### src/assert_macros.svh
// assertion macros used by the rtl register block
// each check is sampled on the rising clock edge and is off while reset is low
`ifndef ASSERT_MACROS_SVH
`define ASSERT_MACROS_SVH

`ifndef NO_ASSERTIONS

// same-cycle implication
`define ASSERT_SAME(label, ante, cons) \
    label: assert property (@(posedge clk) disable iff (!rst_n) (ante) |-> (cons)) \
        else $error("assertion failed");

// next-cycle implication
`define ASSERT_NEXT(label, ante, cons) \
    label: assert property (@(posedge clk) disable iff (!rst_n) (ante) |=> (cons)) \
        else $error("assertion failed");

`else

`define ASSERT_SAME(label, ante, cons)
`define ASSERT_NEXT(label, ante, cons)

`endif

`endif

### src/acia_sr_pkg.sv
package acia_sr_pkg;

    // transaction kinds on the input stream
    typedef enum logic [2:0] {
        OP_CTRL_WRITE  = 3'd0,
        OP_TX_WRITE    = 3'd1,
        OP_STATUS_READ = 3'd2,
        OP_RX_READ     = 3'd3,
        OP_BYTE_RX     = 3'd4,
        OP_TX_READY    = 3'd5
    } op_t;

    // status bit positions
    localparam int ST_RDRF = 0;
    localparam int ST_TDRE = 1;
    localparam int ST_OVRN = 5;

    // status after reset and after master reset
    localparam logic [6:0] STATUS_RESET = 7'h02;
    // bits latched by a status read (carrier detect and overrun)
    localparam logic [7:0] FLAG_MASK = 8'h24;
    // overrun flag as a deferred flag
    localparam logic [7:0] FLAG_OVRN = 8'h20;

    // control field values
    localparam logic [1:0] DIV_MASTER_RESET = 2'b11;
    localparam logic [1:0] TXC_INT_ENABLE   = 2'b01;

    // one result item, read_data in the lowest bits
    typedef struct packed {
        logic [7:0] tx_byte;
        logic       tx_valid;
        logic       irq_line;
        logic [7:0] read_data;
    } result_t;

endpackage

### src/acia_serial_registers_top.sv
// a result appears on the output register in the cycle after its input transaction is taken
// throughput: one input transaction per cycle while the result stream does not stall
// an input transaction is taken while the output register is empty or being drained
// reset (rst_n low, asynchronous) sets control to zero, status to tdre only and
// clears the holding registers, flags, pending bits, enable and the output valid bit
module acia_serial_registers_top
(
    input  logic        clk,
    input  logic        rst_n,
    // configuration write channel
    input  logic        cfg_valid,
    output logic        cfg_ready,
    input  logic        cfg_data,       // enabled
    // input stream
    input  logic        s_tvalid,
    output logic        s_tready,
    input  logic [7:0]  s_tdata,        // data[7:0]
    input  logic [2:0]  s_tuser,        // op[2:0]
    // result stream
    output logic        m_tvalid,
    input  logic        m_tready,
    output logic [23:0] m_tdata         // read_data[7:0], irq_line[8], tx_valid[9],
                                        // tx_byte[17:10], zero[23:18]
);

    logic                  enabled_reg;
    logic [7:0]            control_reg, control_next;
    logic [6:0]            status_reg, status_next;
    logic [7:0]            flags_clr_reg, flags_clr_next;
    logic [7:0]            flags_def_reg, flags_def_next;
    logic [7:0]            tx_hold_reg, tx_hold_next;
    logic [7:0]            rx_hold_reg, rx_hold_next;
    logic                  rx_pend_reg, rx_pend_next;
    logic                  tx_pend_reg, tx_pend_next;
    logic                  out_valid_reg;
    acia_sr_pkg::result_t  res_reg, res_next;
    acia_sr_pkg::op_t      op;
    logic [7:0]            delta;
    logic                  in_accept;

    // handshakes
    assign cfg_ready = 1'b1;
    assign s_tready  = !out_valid_reg || m_tready;
    assign in_accept = s_tvalid && s_tready;
    assign op        = acia_sr_pkg::op_t'(s_tuser);
    assign delta     = control_reg ^ s_tdata;

    // register update for one transaction
    always_comb
    begin
        control_next   = control_reg;
        status_next    = status_reg;
        flags_clr_next = flags_clr_reg;
        flags_def_next = flags_def_reg;
        tx_hold_next   = tx_hold_reg;
        rx_hold_next   = rx_hold_reg;
        rx_pend_next   = rx_pend_reg;
        tx_pend_next   = tx_pend_reg;
        res_next       = '0;
        case (op)
            acia_sr_pkg::OP_CTRL_WRITE:
            begin
                control_next = s_tdata;
                // master reset on entry to divide code three
                if ((|delta[1:0]) && s_tdata[1:0] == acia_sr_pkg::DIV_MASTER_RESET)
                begin
                    rx_pend_next   = 1'b0;
                    tx_pend_next   = 1'b0;
                    status_next    = acia_sr_pkg::STATUS_RESET;
                    flags_clr_next = '0;
                    flags_def_next = '0;
                end
                if (|delta[6:5])
                    tx_pend_next = (s_tdata[6:5] == acia_sr_pkg::TXC_INT_ENABLE)
                                   && status_next[acia_sr_pkg::ST_TDRE];
                if (delta[7])
                    rx_pend_next = s_tdata[7] && status_next[acia_sr_pkg::ST_RDRF];
            end
            acia_sr_pkg::OP_TX_WRITE:
            begin
                tx_hold_next = s_tdata;
                status_next[acia_sr_pkg::ST_TDRE] = 1'b0;
                if (control_reg[6:5] == acia_sr_pkg::TXC_INT_ENABLE)
                    tx_pend_next = 1'b0;
            end
            acia_sr_pkg::OP_STATUS_READ:
            begin
                flags_clr_next     = {1'b0, status_reg} & acia_sr_pkg::FLAG_MASK;
                res_next.read_data = {rx_pend_reg | tx_pend_reg, status_reg};
            end
            acia_sr_pkg::OP_RX_READ:
            begin
                status_next = status_reg & ~flags_clr_reg[6:0];
                status_next[acia_sr_pkg::ST_RDRF] = 1'b0;
                status_next = status_next | flags_def_reg[6:0];
                flags_clr_next = '0;
                flags_def_next = '0;
                if (control_reg[7])
                    rx_pend_next = status_next[acia_sr_pkg::ST_RDRF]
                                   || status_next[acia_sr_pkg::ST_OVRN];
                res_next.read_data = rx_hold_reg;
            end
            acia_sr_pkg::OP_BYTE_RX:
            begin
                if (enabled_reg)
                begin
                    rx_hold_next = s_tdata;
                    // byte while still full defers an overrun
                    if (status_reg[acia_sr_pkg::ST_RDRF])
                        flags_def_next = flags_def_reg | acia_sr_pkg::FLAG_OVRN;
                    status_next[acia_sr_pkg::ST_RDRF] = 1'b1;
                    if (control_reg[7])
                        rx_pend_next = 1'b1;
                end
            end
            acia_sr_pkg::OP_TX_READY:
            begin
                if (enabled_reg && !status_reg[acia_sr_pkg::ST_TDRE])
                begin
                    status_next[acia_sr_pkg::ST_TDRE] = 1'b1;
                    if (control_reg[6:5] == acia_sr_pkg::TXC_INT_ENABLE)
                        tx_pend_next = 1'b1;
                    res_next.tx_valid = 1'b1;
                    res_next.tx_byte  = tx_hold_reg;
                end
            end
            default:
            begin
                res_next = '0;
            end
        endcase
        res_next.irq_line = rx_pend_next | tx_pend_next;
    end

    // configuration register
    always_ff @(posedge clk or negedge rst_n)
    begin
        if (!rst_n)
            enabled_reg <= 1'b0;
        else if (cfg_valid && cfg_ready)
            enabled_reg <= cfg_data;
    end

    // device state
    always_ff @(posedge clk or negedge rst_n)
    begin
        if (!rst_n)
        begin
            control_reg   <= '0;
            status_reg    <= acia_sr_pkg::STATUS_RESET;
            flags_clr_reg <= '0;
            flags_def_reg <= '0;
            tx_hold_reg   <= '0;
            rx_hold_reg   <= '0;
            rx_pend_reg   <= 1'b0;
            tx_pend_reg   <= 1'b0;
        end
        else if (in_accept)
        begin
            control_reg   <= control_next;
            status_reg    <= status_next;
            flags_clr_reg <= flags_clr_next;
            flags_def_reg <= flags_def_next;
            tx_hold_reg   <= tx_hold_next;
            rx_hold_reg   <= rx_hold_next;
            rx_pend_reg   <= rx_pend_next;
            tx_pend_reg   <= tx_pend_next;
        end
    end

    // output register valid
    always_ff @(posedge clk or negedge rst_n)
    begin
        if (!rst_n)
            out_valid_reg <= 1'b0;
        else if (s_tready)
            out_valid_reg <= s_tvalid;
    end

    // output register payload
    always_ff @(posedge clk)
    begin
        if (in_accept)
            res_reg <= res_next;
    end

    assign m_tvalid = out_valid_reg;
    assign m_tdata  = {6'b0, res_reg};

    `include "assert_macros.svh"

    // rx pending only while rx interrupt is enabled
    `ASSERT_SAME(a_rx_pend_en, rx_pend_reg, control_reg[7])
    // tx pending only while tx interrupt is enabled
    `ASSERT_SAME(a_tx_pend_en, tx_pend_reg, control_reg[6:5] == acia_sr_pkg::TXC_INT_ENABLE)
    // irq in the result matches the pending bits it left behind
    `ASSERT_NEXT(a_irq_match, in_accept, m_tdata[8] == (rx_pend_reg | tx_pend_reg))
    // a tx data write empties nothing: tdre clears
    `ASSERT_NEXT(a_tx_write_tdre, in_accept && op == acia_sr_pkg::OP_TX_WRITE,
                 !status_reg[acia_sr_pkg::ST_TDRE])
    // a sent byte leaves the transmit register empty
    `ASSERT_NEXT(a_tx_sent_tdre, in_accept && res_next.tx_valid,
                 status_reg[acia_sr_pkg::ST_TDRE] && m_tdata[9])

endmodule

### config.mk
export PLATFORM = sky130hd
export DESIGN_NAME = acia_serial_registers_top
export DESIGN_NICKNAME = d
export VERILOG_FILES = /design/src/acia_sr_pkg.sv /design/src/acia_serial_registers_top.sv
export VERILOG_INCLUDE_DIRS = /design/src /design/src/src
export SDC_FILE = /design/constraint.sdc
export NUM_CORES = 1
export LEC_CHECK = 0
export BUFFER_PORTS_ARGS = -buffer_cell sky130_fd_sc_hd__buf_2
export CAP_MARGIN = 40
export CORE_ASPECT_RATIO = 1.75
export CORE_MARGIN = 2
export CORE_UTILIZATION = 40
export CTS_BUF_LIST = sky130_fd_sc_hd__clkbuf_4 sky130_fd_sc_hd__clkbuf_8
export DETAILED_ROUTE_END_ITERATION = 10
export PLACE_DENSITY_LB_ADDON = 0.2
export SYNTH_ARGS = -nofsm -noshare
export SYNTH_HDL_FRONTEND = slang
export SYNTH_SLANG_ARGS = --single-unit
### constraint.sdc
create_clock -name clk -period 3.9 [get_ports clk]
set_input_delay 0.585 -clock clk [delete_from_list [all_inputs] [get_ports clk]]
set_output_delay 0.585 -clock clk [all_outputs]
set_load 0.005 [all_outputs]
# ---- Word-level counts from Yosys, hierarchy flattened
# Cells that the tools add are included.
# W data, S select, Z words.
dict set report word_totals {
  register_bits 67
  elab_cells 88
  out_inout_bits 27
}
dict set report op_classes {
  bitwise_logic 7
  muxes 26
  n_eq_ne 12
  reduce_logical 26
}
# operator count
set ops {}
lappend ops {{$pmux W7 S3} 2}
lappend ops {{$mux W7} 3}
lappend ops {{$pmux W8 S2} 1}
lappend ops {{$reduce_and A3 Y1} 5}
lappend ops {{$mux W1} 13}
lappend ops {{$mux W6} 2}
lappend ops {{$pmux W5 S2} 1}
lappend ops {{$pmux W1 S3} 3}
lappend ops {{$ne A2 B2 Y1 const B} 4}
lappend ops {{$xor A8 B8 Y8} 1}
lappend ops {{$and A7 B7 Y7} 1}
lappend ops {{$not A7 Y7} 1}
lappend ops {{$or A7 B7 Y7} 1}
lappend ops {{$eq A3 B2 Y1 const B} 2}
lappend ops {{$eq A3 B3 Y1 const B} 2}
lappend ops {{$reduce_and A2 Y1} 3}
lappend ops {{$reduce_bool A3 Y1} 2}
lappend ops {{$logic_and A1 B1 Y1} 5}
lappend ops {{$reduce_and A5 Y1} 1}
lappend ops {{$eq A2 B1 Y1 const B} 2}
lappend ops {{$pmux W1 S4} 1}
lappend ops {{$reduce_and A4 Y1} 1}
lappend ops {{$reduce_bool A4 Y1} 1}
lappend ops {{$reduce_or A2 Y1} 2}
lappend ops {{other kinds (8)} 11}

# ---- Longest topological paths before layout
# Gate-level depths: netlist of run 1.
dict set report logic_depth {
  word_depth 9
  mapped_depth 7
  depth_no_buf 6
}

# ---- Worst setup path after synthesis of run 1
# Ideal clock, no wire load.
dict set report synth_timing {
  path_kind {input to register}
  start {input port m_tready}
  end {register control_reg[0]}
  arrival_ns 1.947
  path_buffers 1
  setup_time_ns 0.125
  cell_stages 6
  slack_ns 1.828
  path_cell_list {nand2b_1 > nand2_1 > buf_2 > inv_1 > nand2_1 > mux2_2}
}
dict set report synth_between {
  elab_chain_len 3
}
# item line_no
set synth_rtl {}
lappend synth_rtl {{from (decl)} acia_serial_registers_top.sv:21} ;# input logic m_tready,
lappend synth_rtl {{$logic_or A1 B1 Y1} acia_serial_registers_top.sv:43} ;# assign s_tready = !out_valid_reg || m_tready;
lappend synth_rtl {{$logic_and A1 B1 Y1} acia_serial_registers_top.sv:44} ;# assign in_accept = s_tvalid && s_tready;
lappend synth_rtl {{net in_accept} acia_serial_registers_top.sv:39} ;# logic in_accept;
lappend synth_rtl {{$reduce_and A2 Y1 (no source line)} n/a}
lappend synth_rtl {{to (signal assigned)} acia_serial_registers_top.sv:160} ;# control_reg <= control_next;
lappend synth_rtl {{to (decl)} acia_serial_registers_top.sv:27} ;# logic [7:0] control_reg, control_next;
# The timed path passes the listed nets, and every way through them passes these cells.
# A chain may end at the register's enable or synchronous reset.

# ---- Final worst setup path of run 1
dict set report layout_timing {
  start {input port s_tuser[0]}
  end {register tx_hold_reg[3]}
}
dict set report layout_between {
  elab_chain_len 2
}
# item line_no
set layout_rtl {}
lappend layout_rtl {{from (decl)} acia_serial_registers_top.sv:18} ;# input logic [2:0] s_tuser,
lappend layout_rtl {{$eq A3 B1 Y1} acia_serial_registers_top.sv:60} ;# case (op)
lappend layout_rtl {{$reduce_and A2 Y1 (no source line)} n/a}
lappend layout_rtl {{to (signal assigned)} acia_serial_registers_top.sv:164} ;# tx_hold_reg <= tx_hold_next;
lappend layout_rtl {{to (decl)} acia_serial_registers_top.sv:31} ;# logic [7:0] tx_hold_reg, tx_hold_next;
# Every way passes these cells.

==> results of run 1 <==
-- cell usage after synthesis (3+ instances only) --
library cell | n | area share, %
buf_2 | 5 | 1.0
dfrtp_1 | 34 | 35
nor3_1 | 5 | 1.0
and3_1 | 3 | 0.77
mux2_2 | 16 | 7.3
edfxtp_1 | 18 | 22
mux2_4 | 8 | 4.9
a21oi_1 | 6 | 1.2
nor2_1 | 13 | 2.0
inv_1 | 3 | 0.46
o21ai_0 | 8 | 1.6
nand2_1 | 16 | 2.4
and2_1 | 8 | 2.0
o21a_1 | 4 | 1.2
buf_4 | 8 | 2.4
nand2b_1 | 3 | 0.77
nor2b_1 | 5 | 1.3
mux2i_1 | 5 | 2.0
-- worst min path at each step --
stage                                              end  slack (ns)
final                             m_tvalid$_DFFE_PN0N_        0.36
after global routing        control_reg[0]$_DFFE_PN0P_        0.40
after CTS                         m_tvalid$_DFFE_PN0N_        0.37
after detailed placement     status_reg[2]$_DFFE_PN0P_        0.48
after global placement    flags_def_reg[5]$_DFFE_PN0P_        0.48
after floorplan             control_reg[0]$_DFFE_PN0P_        0.29
-- cells by family after synthesis --
| logic type | Yosys count |
|---|---|
| fa+ha+maj | 1 |
| compound gates | 29 |
| xor+xnor | 3 |
| simple gates | 63 |
| mux | 29 |
| other cells | 2 |
| buf+inv | 20 |
| flops | 53 |
-- power by group through the flow --
| stage | Clock (mW) | Combinational [mW] | Sequential, mW |
|---|---|---|---|
| 2_1_floorplan | 0 | 0.163 | 0.718 |
| 3_3_place_gp | 0 | 0.211 | 0.731 |
| 3_5_place_dp | 0 | 0.215 | 0.732 |
| 4_1_cts | 0.327 | 0.215 | 0.721 |
| 5_1_grt | 0.353 | 0.240 | 0.735 |
| 6_report | 0.312 | 0.212 | 0.721 |
-- worst register-to-register path: cells and delay by family (launching register included) --
kind | cells | cell delay, ns
simple gates | 3 | 1.08
mux | 1 | 0.38
flops | 1 | 0.38
-- routing by layer --
metal	track usage [%]	wire, microns
met5	0	0
met4	6.06	70
met2	27.4	2580
met1	17.4	1930
met3	2.93	127
-- metrics by stage --
| stage | setup slack [ns] | utilization [%] | area [sq um] | total power [mW] |
|---|---|---|---|---|
| 2_1_floorplan | 1.83 | - | 2470 | 0.882 |
| 3_3_place_gp | 1.56 | 44.6 | 2650 | 0.942 |
| 3_5_place_dp | 1.53 | 44.6 | 2650 | 0.946 |
| 4_1_cts | 1.86 | 46.2 | 2740 | 1.26 |
| 5_1_grt | 1.79 | 46.2 | 2740 | 1.33 |
| 6_report | 1.85 | 46.2 | 2740 | 1.25 |
-- area by class of cell --
type	count	area, sq um
well taps	78	97.6
multi-input cells	132	927
clock inverters	2	13.8
fillers	596	3190
inverters	4	15.0
repair buffers	37	188
flip-flops and latches	53	1420
clock buffers	6	76.3
-- cells in the final DEF, fill, tap and decap left out, drive strengths merged, types with 2 or more instances in the layout --
master,instances
nor3,7
inv,5
mux2,24
mux2i,5
buf,37
nand2b,3
o21ai,8
and3,3
nand2,16
xnor2,2
a31oi,2
a21oi,6
nand3,2
nor2b,5
and2,8
conb,7
dfrtp,34
clkbuf,6
o2111ai,2
nor2,14
o2bb2ai,2
edfxtp,18
o21a,4
==> metrics.md, run 1 <==
| Metric | Value |
|---|---|
| Clk pin slew, worst setup/hold paths | `~0.09 ns` |
| Mapped Area | `about 2500 sq um` |
| PD cells | `about 460 nW/um^2` |
| Final nets | `250` |
| Resized Gates After CTS | `0` |
| #FFs+latches synth | `53` |
| I/O pin count | `44` |
| GRT Residual Overflow | `0` |
| Iter 0 DRT Violations | `39` |
| Drt first pass iters | `4` |
| CTS tree | `yes` |
| Final hold violations | `0` |
| Largest net degree at the start of global routing | `36` |
| CP max FO | `17` |
| Hold buffer count at cts | `0` |
| CP Depth | `4` |
| Core area | `5930 sq um` |
| Buffers on Ports | `36` |
| CP Launch Type | `input pin` |
| Compound-Gate Fraction of Synth Area | `~7.8%` |
| HP Class | `input pin to async pin` |
| Internal | `about 900 uW` |
| TritonCTS Sinks | `53` |
| NetSw | `around 330 uW` |
| Avg WL per Cell | `around 15 microns` |
| Worst slew pin tran | `0.793 ns` |
| DIE HEIGHT | `between 100 and 150 microns` |
| Inst Count DP | `304` |
| Setup TNS | `0 ns` |
| Period minus WS final | `2.05 ns` |
| Setup crit end | `tx_hold_reg[3]$_DFFE_PN0P_` |
| Critical path arrival | `between 2 and 2.5 ns` |
| Max Fclk | `around 0.49 GHz` |
| Top delay family on crit path | `simple AND/OR/NAND/NOR gates` |
| EDFF count, synth | `18` |
| # Max-Cap Violations | `0` |
| Initial Util | `between 40% and 50%` |
| Drt total wl | `about 4700 microns` |
| Period utilization | `52.5%` |
| Synth Area in XOR/XNOR | `approximately 1.1%` |
| Ant. Diodes | `0` |
| Layout cells sized above 1 | `a little under a third` |
| DRC viols | `0` |
| Vias per Instance | `slightly below 5` |
| Global-route wire length before repair | `about 7700 microns` |
| CP cell instances | `buf_2 > inv_2 > or4_1 > mux2_4` |
| CTS H-tree lvls | `2` |
| Number of global-route vias before repair | `1,548` |
| Worst hold slack | `around 0.36 ns` |
| Async SR Flop Fraction | `between 60% and 70%` |
| Sequential Power Share | `between 50 and 60%` |
| Clk pwr share | `25.1%` |
| Worst Path Required | `4.10 ns` |
| Max reg flops | `18` |
| Post-CTS Setup Repair Bufs | `0` |
| Clock root buffer master | `clkbuf_8` |
| Post-synth cell types | `42` |
| Proportion of synthesized area in mux cells | `~14%` |
| Gr usage total | `15.2%` |
| Vias | `about 1,500` |
| Crit Path Class | `input pin to flip-flop` |
| Critical R2R Capture | `tx_hold_reg[3]$_DFFE_PN0P_` |
| Worst Setup SP | `s_tuser[0]` |
| Clock tree buffer depth | `2` |
| Synth Instances | `200` |
| Die Area | `6800 sq um` |
| Synth Flop Type | `dfrtp_1` |
| Logic pwr share | `roughly 17%` |
| GP Congestion | `0.750` |
| Crit-path slowest cell | `or4_1` |
| Largest family of logic cells by synthesized area | `multiplexers` |
| Relative slew slack | `between 40 and 50%` |
| Area share of and/or/nand/nor cells after synthesis | `a little over an eighth` |
| Adder-Cell Fraction of Synth Area | `0.408%` |
| Post-synthesis sequential area ratio | `a little under 60%` |
| Clk_lat worst skew | `~0.30 ns` |
| Static Leakage | `1.23 nW` |
| RR Startpoint | `m_tvalid$_DFFE_PN0N_` |
| Num CTS Buffers | `5` |
| Reg2reg path depth | `4` |
| Avg Inst Size Synth | `approximately 12 sq um` |
| Yosys warns | `0` |
| Initial antenna violation count | `0` |
| VDD IR-drop max | `approximately 250 uV` |
| Setup crit end kind | `flip-flop` |
| Worst Skew | `approximately 0.0042 ns` |
| Final non-filler cell total | `312` |
| Crit-path max cell delay | `0.75 ns` |
| Final setup violation count | `0` |
| Site row count | `37` |
| Routed Antenna Nets | `0` |
| Die width | `approximately 63 microns` |
| RSZ-0062 raised after global routing | `false` |
| Synth-to-layout area growth | `11.5%` |
| Detailed placement HPWL | `3470 microns` |
| Final count of pins violating max slew | `0` |
| Switch share | `26.3%` |
| WP buf/inv | `2` |
| R2R Setup Slk | `about 2.0 ns` |
| Status | `finished, final reports clean` |
No activity file was read; power rests on OpenSTA's default activity.
==> run 2: changes to the inputs <==
==> constraint.sdc (replaced) <==
create_clock -name clk -period 1.9 [get_ports clk]
set_input_delay 0.285 -clock clk [delete_from_list [all_inputs] [get_ports clk]]
set_output_delay 0.285 -clock clk [all_outputs]
set_load 0.005 [all_outputs]
==> run 2 against run 1 <==
Effect of this change: final area increased by 2.5%; non-clock buffer count up 5; wire length is 1.2% higher; critical path type is now flip-flop to flip-flop; largest power group unchanged; highest routed layer unchanged.
==> metrics.md, run 2 (synthesis results as in run 1) <==
| Metric | Value |
|---|---|
| Status | `finished, final reports clean` |
| Vias per Instance | `approximately 5` |
| Drt total wl | `between 4000 and 5000 microns` |
| Hold buffer count at cts | `0` |
| Initial Util | `about two fifths` |
| Max reg flops | `18` |
| Num CTS Buffers | `5` |
| HP Class | `input pin to async pin` |
| Most common cell after layout, fill and taps aside | `buf_2` |
| Period utilization | `just under 90%` |
| Relative slew slack | `a little under half` |
| Die Area | `approximately 6800 sq um` |
| Clock tree buffer depth | `2` |
| Worst slew pin tran | `0.781 ns` |
| Sequential Power Share | `54.3%` |
| DIE HEIGHT | `108 microns` |
| TritonCTS Sinks | `53` |
| Clk_lat worst skew | `0.30 ns` |
| GP Congestion | `between 0.7 and 0.8` |
| Reg2reg path depth | `5` |
| Clock root buffer master | `clkbuf_8` |
| Vias | `approximately 1,600` |
| Final Power | `between 2 and 3 mW` |
| Post-CTS Setup Repair Bufs | `0` |
| VDD IR-drop max | `660 uV` |
| Gr usage total | `between 10% and 20%` |
| Final count of pins violating max slew | `0` |
| Initial antenna violation count | `0` |
| Clk pwr share | `between 20 and 30%` |
| Clk pin slew, worst setup/hold paths | `~0.090 ns` |
| Final nets | `255` |
| Switch share | `between 20% and 30%` |
| Logic pwr share | `16.3%` |
| CTS tree | `yes` |
| Resized Gates After CTS | `0` |
| Number of global-route vias before repair | `roughly 1,600` |
| R2R Setup Slk | `around 0.21 ns` |
| DRC viols | `0` |
| I/O pin count | `between 40 and 50` |
| RR Startpoint | `m_tvalid$_DFFE_PN0N_` |
| Routed Antenna Nets | `0` |
| Worst Path Required | `around 2.1 ns` |
| Setup crit end kind | `flip-flop` |
| Iter 0 DRT Violations | `70` |
| Most frequent cells in the layout | `buf_2 (36), dfrtp_1 (34), edfxtp_1 (18), nand2_1 (16), mux2_2 (16)` |
| Footprint of the multi-input gates | `slightly above 900 sq um` |
| Final setup violation count | `0` |
| Site row count | `37` |
| Ant. Diodes | `0` |
| Avg WL per Cell | `roughly 15 microns` |
| Synth-to-layout area growth | `14.3%` |
| Static Leakage | `around 1.3 nW` |
| PD cells | `972 nW/um^2` |
| Critical R2R Capture | `rx_hold_reg[2]$_DFFE_PN0P_` |
| Period minus WS final | `roughly 1.7 ns` |
| CTS H-tree lvls | `2` |
| Buffers on Ports | `36` |
| # fillers | `577` |
| Internal | `just over 2 mW` |
| GRT Residual Overflow | `0` |
| # Max-Cap Violations | `0` |
| Drt first pass iters | `4` |
| RSZ-0062 raised after global routing | `false` |
| Detailed placement HPWL | `3520 microns` |
| Worst Skew | `a little over 0.008 ns` |
| Setup TNS | `0 ns` |
| Die width | `63.2 microns` |
| Core area | `5930 sq um` |
| Global-route wire length before repair | `around 8200 microns` |
| Crit Path Class | `flip-flop to flip-flop` |
| FF+latch area | `1420 sq um` |
| Critical path arrival | `roughly 1.9 ns` |
| Layout cells sized above 1 | `33.1%` |
| NetSw | `between 600 and 700 uW` |
| Final hold violations | `0` |
| Largest net degree at the start of global routing | `36` |
| Max Fclk | `a little under 0.6 GHz` |
| CP Launch Type | `flip-flop` |
| CP max FO | `10` |
run 2: cell count changes in the layout (fill, tap and decap cells not counted):
| cell | delta |
|---|---|
| buf_4 | +5 |
| bufinv_16 | +1 |
| clkbuf_8 | +1 |
| clkinv_2 | -1 |
| inv_6 | -1 |
run 2: worst max-delay path, stage by stage (launching register included):
cell and delay, ns:
dfrtp_1 0.35, nand2b_1 0.08, nand2_1 0.14, buf_4 0.19, or2_1 0.41, mux2_2 0.39
run 2: power by group through the flow:
stage / combinational [mW] / clock (mW) / sequential, mW
floorplan: 0.335 / 0 / 1.47
global placement: 0.439 / 0 / 1.50
detailed placement: 0.449 / 0 / 1.50
CTS: 0.450 / 0.825 / 1.48
global route: 0.503 / 0.860 / 1.50
finish: 0.445 / 0.801 / 1.48
run 2: routing by layer:
layer	global-route usage [%]	vias to the layer above	share of wire [%]
met5	0	-	0
met4	6.52	0	2.5
met3	3.14	11	3.1
met1	18.4	773	42
met2	28.1	35	53
li1	-	764	-
run 2: stage by stage:
stage	setup slack, ns	util [%]	instance area, sq um	instances	hold slack, ns
after floorplan	0.0570	-	2470	205	-0.0106
after global placement	0.116	45.3	2680	309	0.413
after detailed placement	0.107	45.3	2680	309	0.413
after CTS	0.210	47.3	2800	317	0.0788
after global routing	0.113	47.3	2800	317	0.119
final	0.215	47.3	2800	317	0.0467
run 2: worst max-delay path by stage:
stage / startpoint / endpoint
final: m_tvalid$_DFFE_PN0N_ / rx_hold_reg[2]$_DFFE_PN0P_
after CTS: m_tvalid$_DFFE_PN0N_ / rx_hold_reg[2]$_DFFE_PN0P_
after floorplan: m_tvalid$_DFFE_PN0N_ / control_reg[0]$_DFFE_PN0P_
after global placement: m_tready / rx_hold_reg[6]$_DFFE_PN0P_
after detailed placement: m_tready / rx_hold_reg[2]$_DFFE_PN0P_
after global routing: m_tvalid$_DFFE_PN0N_ / rx_hold_reg[4]$_DFFE_PN0P_
run 2: area by class of cell:
type / count / share of cell area (%)
Multi-Input combinational cell: 132 / 33.1
Timing Repair Buffer: 42 / 8.04
Inverter: 4 / 0.536
Sequential cell: 53 / 50.6
Clock buffer: 7 / 3.21
Clock inverter: 1 / 1.07
Tap cell: 78 / 3.48
==> run 3: changes to the inputs <==
--- a/config.mk
+++ b/config.mk
@@ -9,10 +9,10 @@
 export BUFFER_PORTS_ARGS = -buffer_cell sky130_fd_sc_hd__buf_2
 export CAP_MARGIN = 40
 export CORE_ASPECT_RATIO = 1.75
-export CORE_MARGIN = 2
 export CORE_UTILIZATION = 40
 export CTS_BUF_LIST = sky130_fd_sc_hd__clkbuf_4 sky130_fd_sc_hd__clkbuf_8
 export DETAILED_ROUTE_END_ITERATION = 10
+export GPL_TIMING_DRIVEN = 0
 export PLACE_DENSITY_LB_ADDON = 0.2
 export SYNTH_ARGS = -nofsm -noshare
 export SYNTH_HDL_FRONTEND = slang
==> run 3 against run 2 <==
Effect of this change: largest cell class unchanged; final area up 1.5%; final cell count rose by 3.2%; largest power group unchanged; first-iteration DRC count fell by 39%; combinational power increased by 3%; critical endpoint is now m_tdata[14]$_SDFFCE_PN0P_; wire length up 0.63%; clock power shrank 20%; sequential power about the same.
==> metrics.md, run 3 (synthesis results as in run 1) <==
| Metric | Value |
|---|---|
| Status | `finished, final reports clean` |
| Ant. Diodes | `0` |
| GP Congestion | `~0.85` |
| Initial antenna violation count | `0` |
| CP Launch Type | `flip-flop` |
| Worst Skew | `~0.0056 ns` |
| CP max FO | `11` |
| Final nets | `about 270` |
| Final count of pins violating max slew | `0` |
| RSZ-0062 raised after global routing | `false` |
| DIE HEIGHT | `roughly 110 microns` |
| Setup crit end kind | `flip-flop` |
| Core area | `5880 sq um` |
| Global-route wire length before repair | `7800 microns` |
| VDD IR-drop max | `between 400 and 500 uV` |
| Routed Antenna Nets | `0` |
| Gr usage total | `between 10% and 20%` |
| Num CTS Buffers | `5` |
| Layout cells sized above 1 | `a little over a third` |
| Most frequent cells in the layout | `buf_2 (39), dfrtp_1 (34), edfxtp_1 (18), nand2_1 (16), mux2_2 (16)` |
| Critical path arrival | `1.59 ns` |
| Synth-to-layout area growth | `16.0%` |
| Period minus WS final | `1.67 ns` |
| Clk pin slew, worst setup/hold paths | `~0.10 ns` |
| TritonCTS Sinks | `53` |
| Die width | `around 60 microns` |
| DRC viols | `0` |
| Max reg flops | `18` |
| Period utilization | `a little under 90%` |
| Util after Layout | `between 40% and 50%` |
| Worst hold slack | `between 0.05 and 0.06 ns` |
| Site row count | `37` |
| Clk_lat worst skew | `slightly above 0.3 ns` |
| # Max-Cap Violations | `0` |
| Iter 0 DRT Violations | `43` |
| PD cells | `approximately 910 nW/um^2` |
| Avg WL per Cell | `about 15 microns` |
| FF+latch area | `~1400 sq um` |
| HP Class | `input pin to async pin` |
| Clock tree buffer depth | `2` |
| Max Fclk | `approximately 0.6 GHz` |
| Number of global-route vias before repair | `roughly 1,600` |
| Final hold violations | `0` |
| Die Area | `around 6500 sq um` |
| Most common cell after layout, fill and taps aside | `buf_2` |
| Initial Util | `a little over two fifths` |
| Buffers on Ports | `34` |
| Footprint of the multi-input gates | `927 sq um` |
| Clock root buffer master | `clkbuf_8` |
| Vias | `~1,600` |
| Setup TNS | `0 ns` |
| Drt first pass iters | `4` |
| Largest net degree at the start of global routing | `36` |
| Drt total wl | `4800 microns` |
| # fillers | `about 560` |
| Vias per Instance | `roughly 5` |
| Final Power | `approximately 2.6 mW` |
| Crit Path Class | `flip-flop to flip-flop` |
| CTS tree | `yes` |
| Worst slew pin tran | `0.794 ns` |
| Final setup violation count | `0` |
| Static Leakage | `~1.3 nW` |
| GRT Residual Overflow | `0` |
| CTS H-tree lvls | `2` |
| I/O pin count | `between 40 and 50` |
| Worst Path Required | `about 1.8 ns` |
| Detailed placement HPWL | `around 3300 microns` |
| Relative slew slack | `a little under half` |
-- run 3: report_power, final --
part           leakage [nW]  switching (mW)  internal, mW
clock network        0.0445           0.381         0.262
logic                 0.623           0.207         0.250
registers             0.614           0.113          1.37
total                  1.28           0.702          1.88
-- run 3: worst paths after layout --
kind	from	to	slack, ns	cells past startpoint
hold reg to reg	status_reg[2]$_DFFE_PN0P_	status_reg[2]$_DFFE_PN0P_	0.50	1
setup / recovery	m_tvalid$_DFFE_PN0N_	m_tdata[14]$_SDFFCE_PN0P_	0.23	4
min in group clk	s_tvalid	m_tvalid$_DFFE_PN0N_	0.18	2
setup reg to reg	m_tvalid$_DFFE_PN0N_	m_tdata[14]$_SDFFCE_PN0P_	0.23	4
max in group asynchronous	rst_n	tx_hold_reg[4]$_DFFE_PN0P_	1.35	1
hold / removal	rst_n	tx_hold_reg[7]$_DFFE_PN0P_	0.05	1
-- run 3: per-layer routing --
layer | GRT usage, % | share of wire [%] | vias to the layer above
li1 | - | - | 782
met1 | 20.2 | 40 | 787
met2 | 27.3 | 54 | 45
met3 | 2.82 | 3.2 | 12
met4 | 8.60 | 2.5 | 0
met5 | 0 | 0 | -
-- run 3: area by class of cell --
| type | instances | area share, % |
|---|---|---|
| sequential | 53 | 49.8 |
| multi-input combinational | 132 | 32.6 |
| timing repair buffer | 35 | 6.24 |
| buffer | 16 | 3.91 |
| tap | 78 | 3.43 |
| clock buffer | 5 | 2.42 |
| clock inverter | 3 | 0.748 |
| inverter | 4 | 0.660 |
| timing repair inverter | 1 | 0.176 |
-- run 3: what timing repair did --
action	in CTS	in global routing
buffers inserted	1	0
endpoints found under the setup margin	8	0
hold buffers	0	0
gates resized for setup	1	0
-- run 3: through the flow --
stage / worst slack [ns] / instances / instance area (sq um)
after floorplan: 0.0570 / 205 / 2470
after global placement: -0.329 / 317 / 2740
after detailed placement: -0.358 / 317 / 2740
after CTS: 0.155 / 327 / 2850
after global routing: 0.0477 / 327 / 2850
final: 0.227 / 327 / 2850
-- run 3: critical path, cell delays in order (launching register included) --
cell	delay, ns
dfrtp_1	0.36
nand2b_1	0.09
nand2_1	0.10
buf_2	0.26
clkinvlp_2	0.48
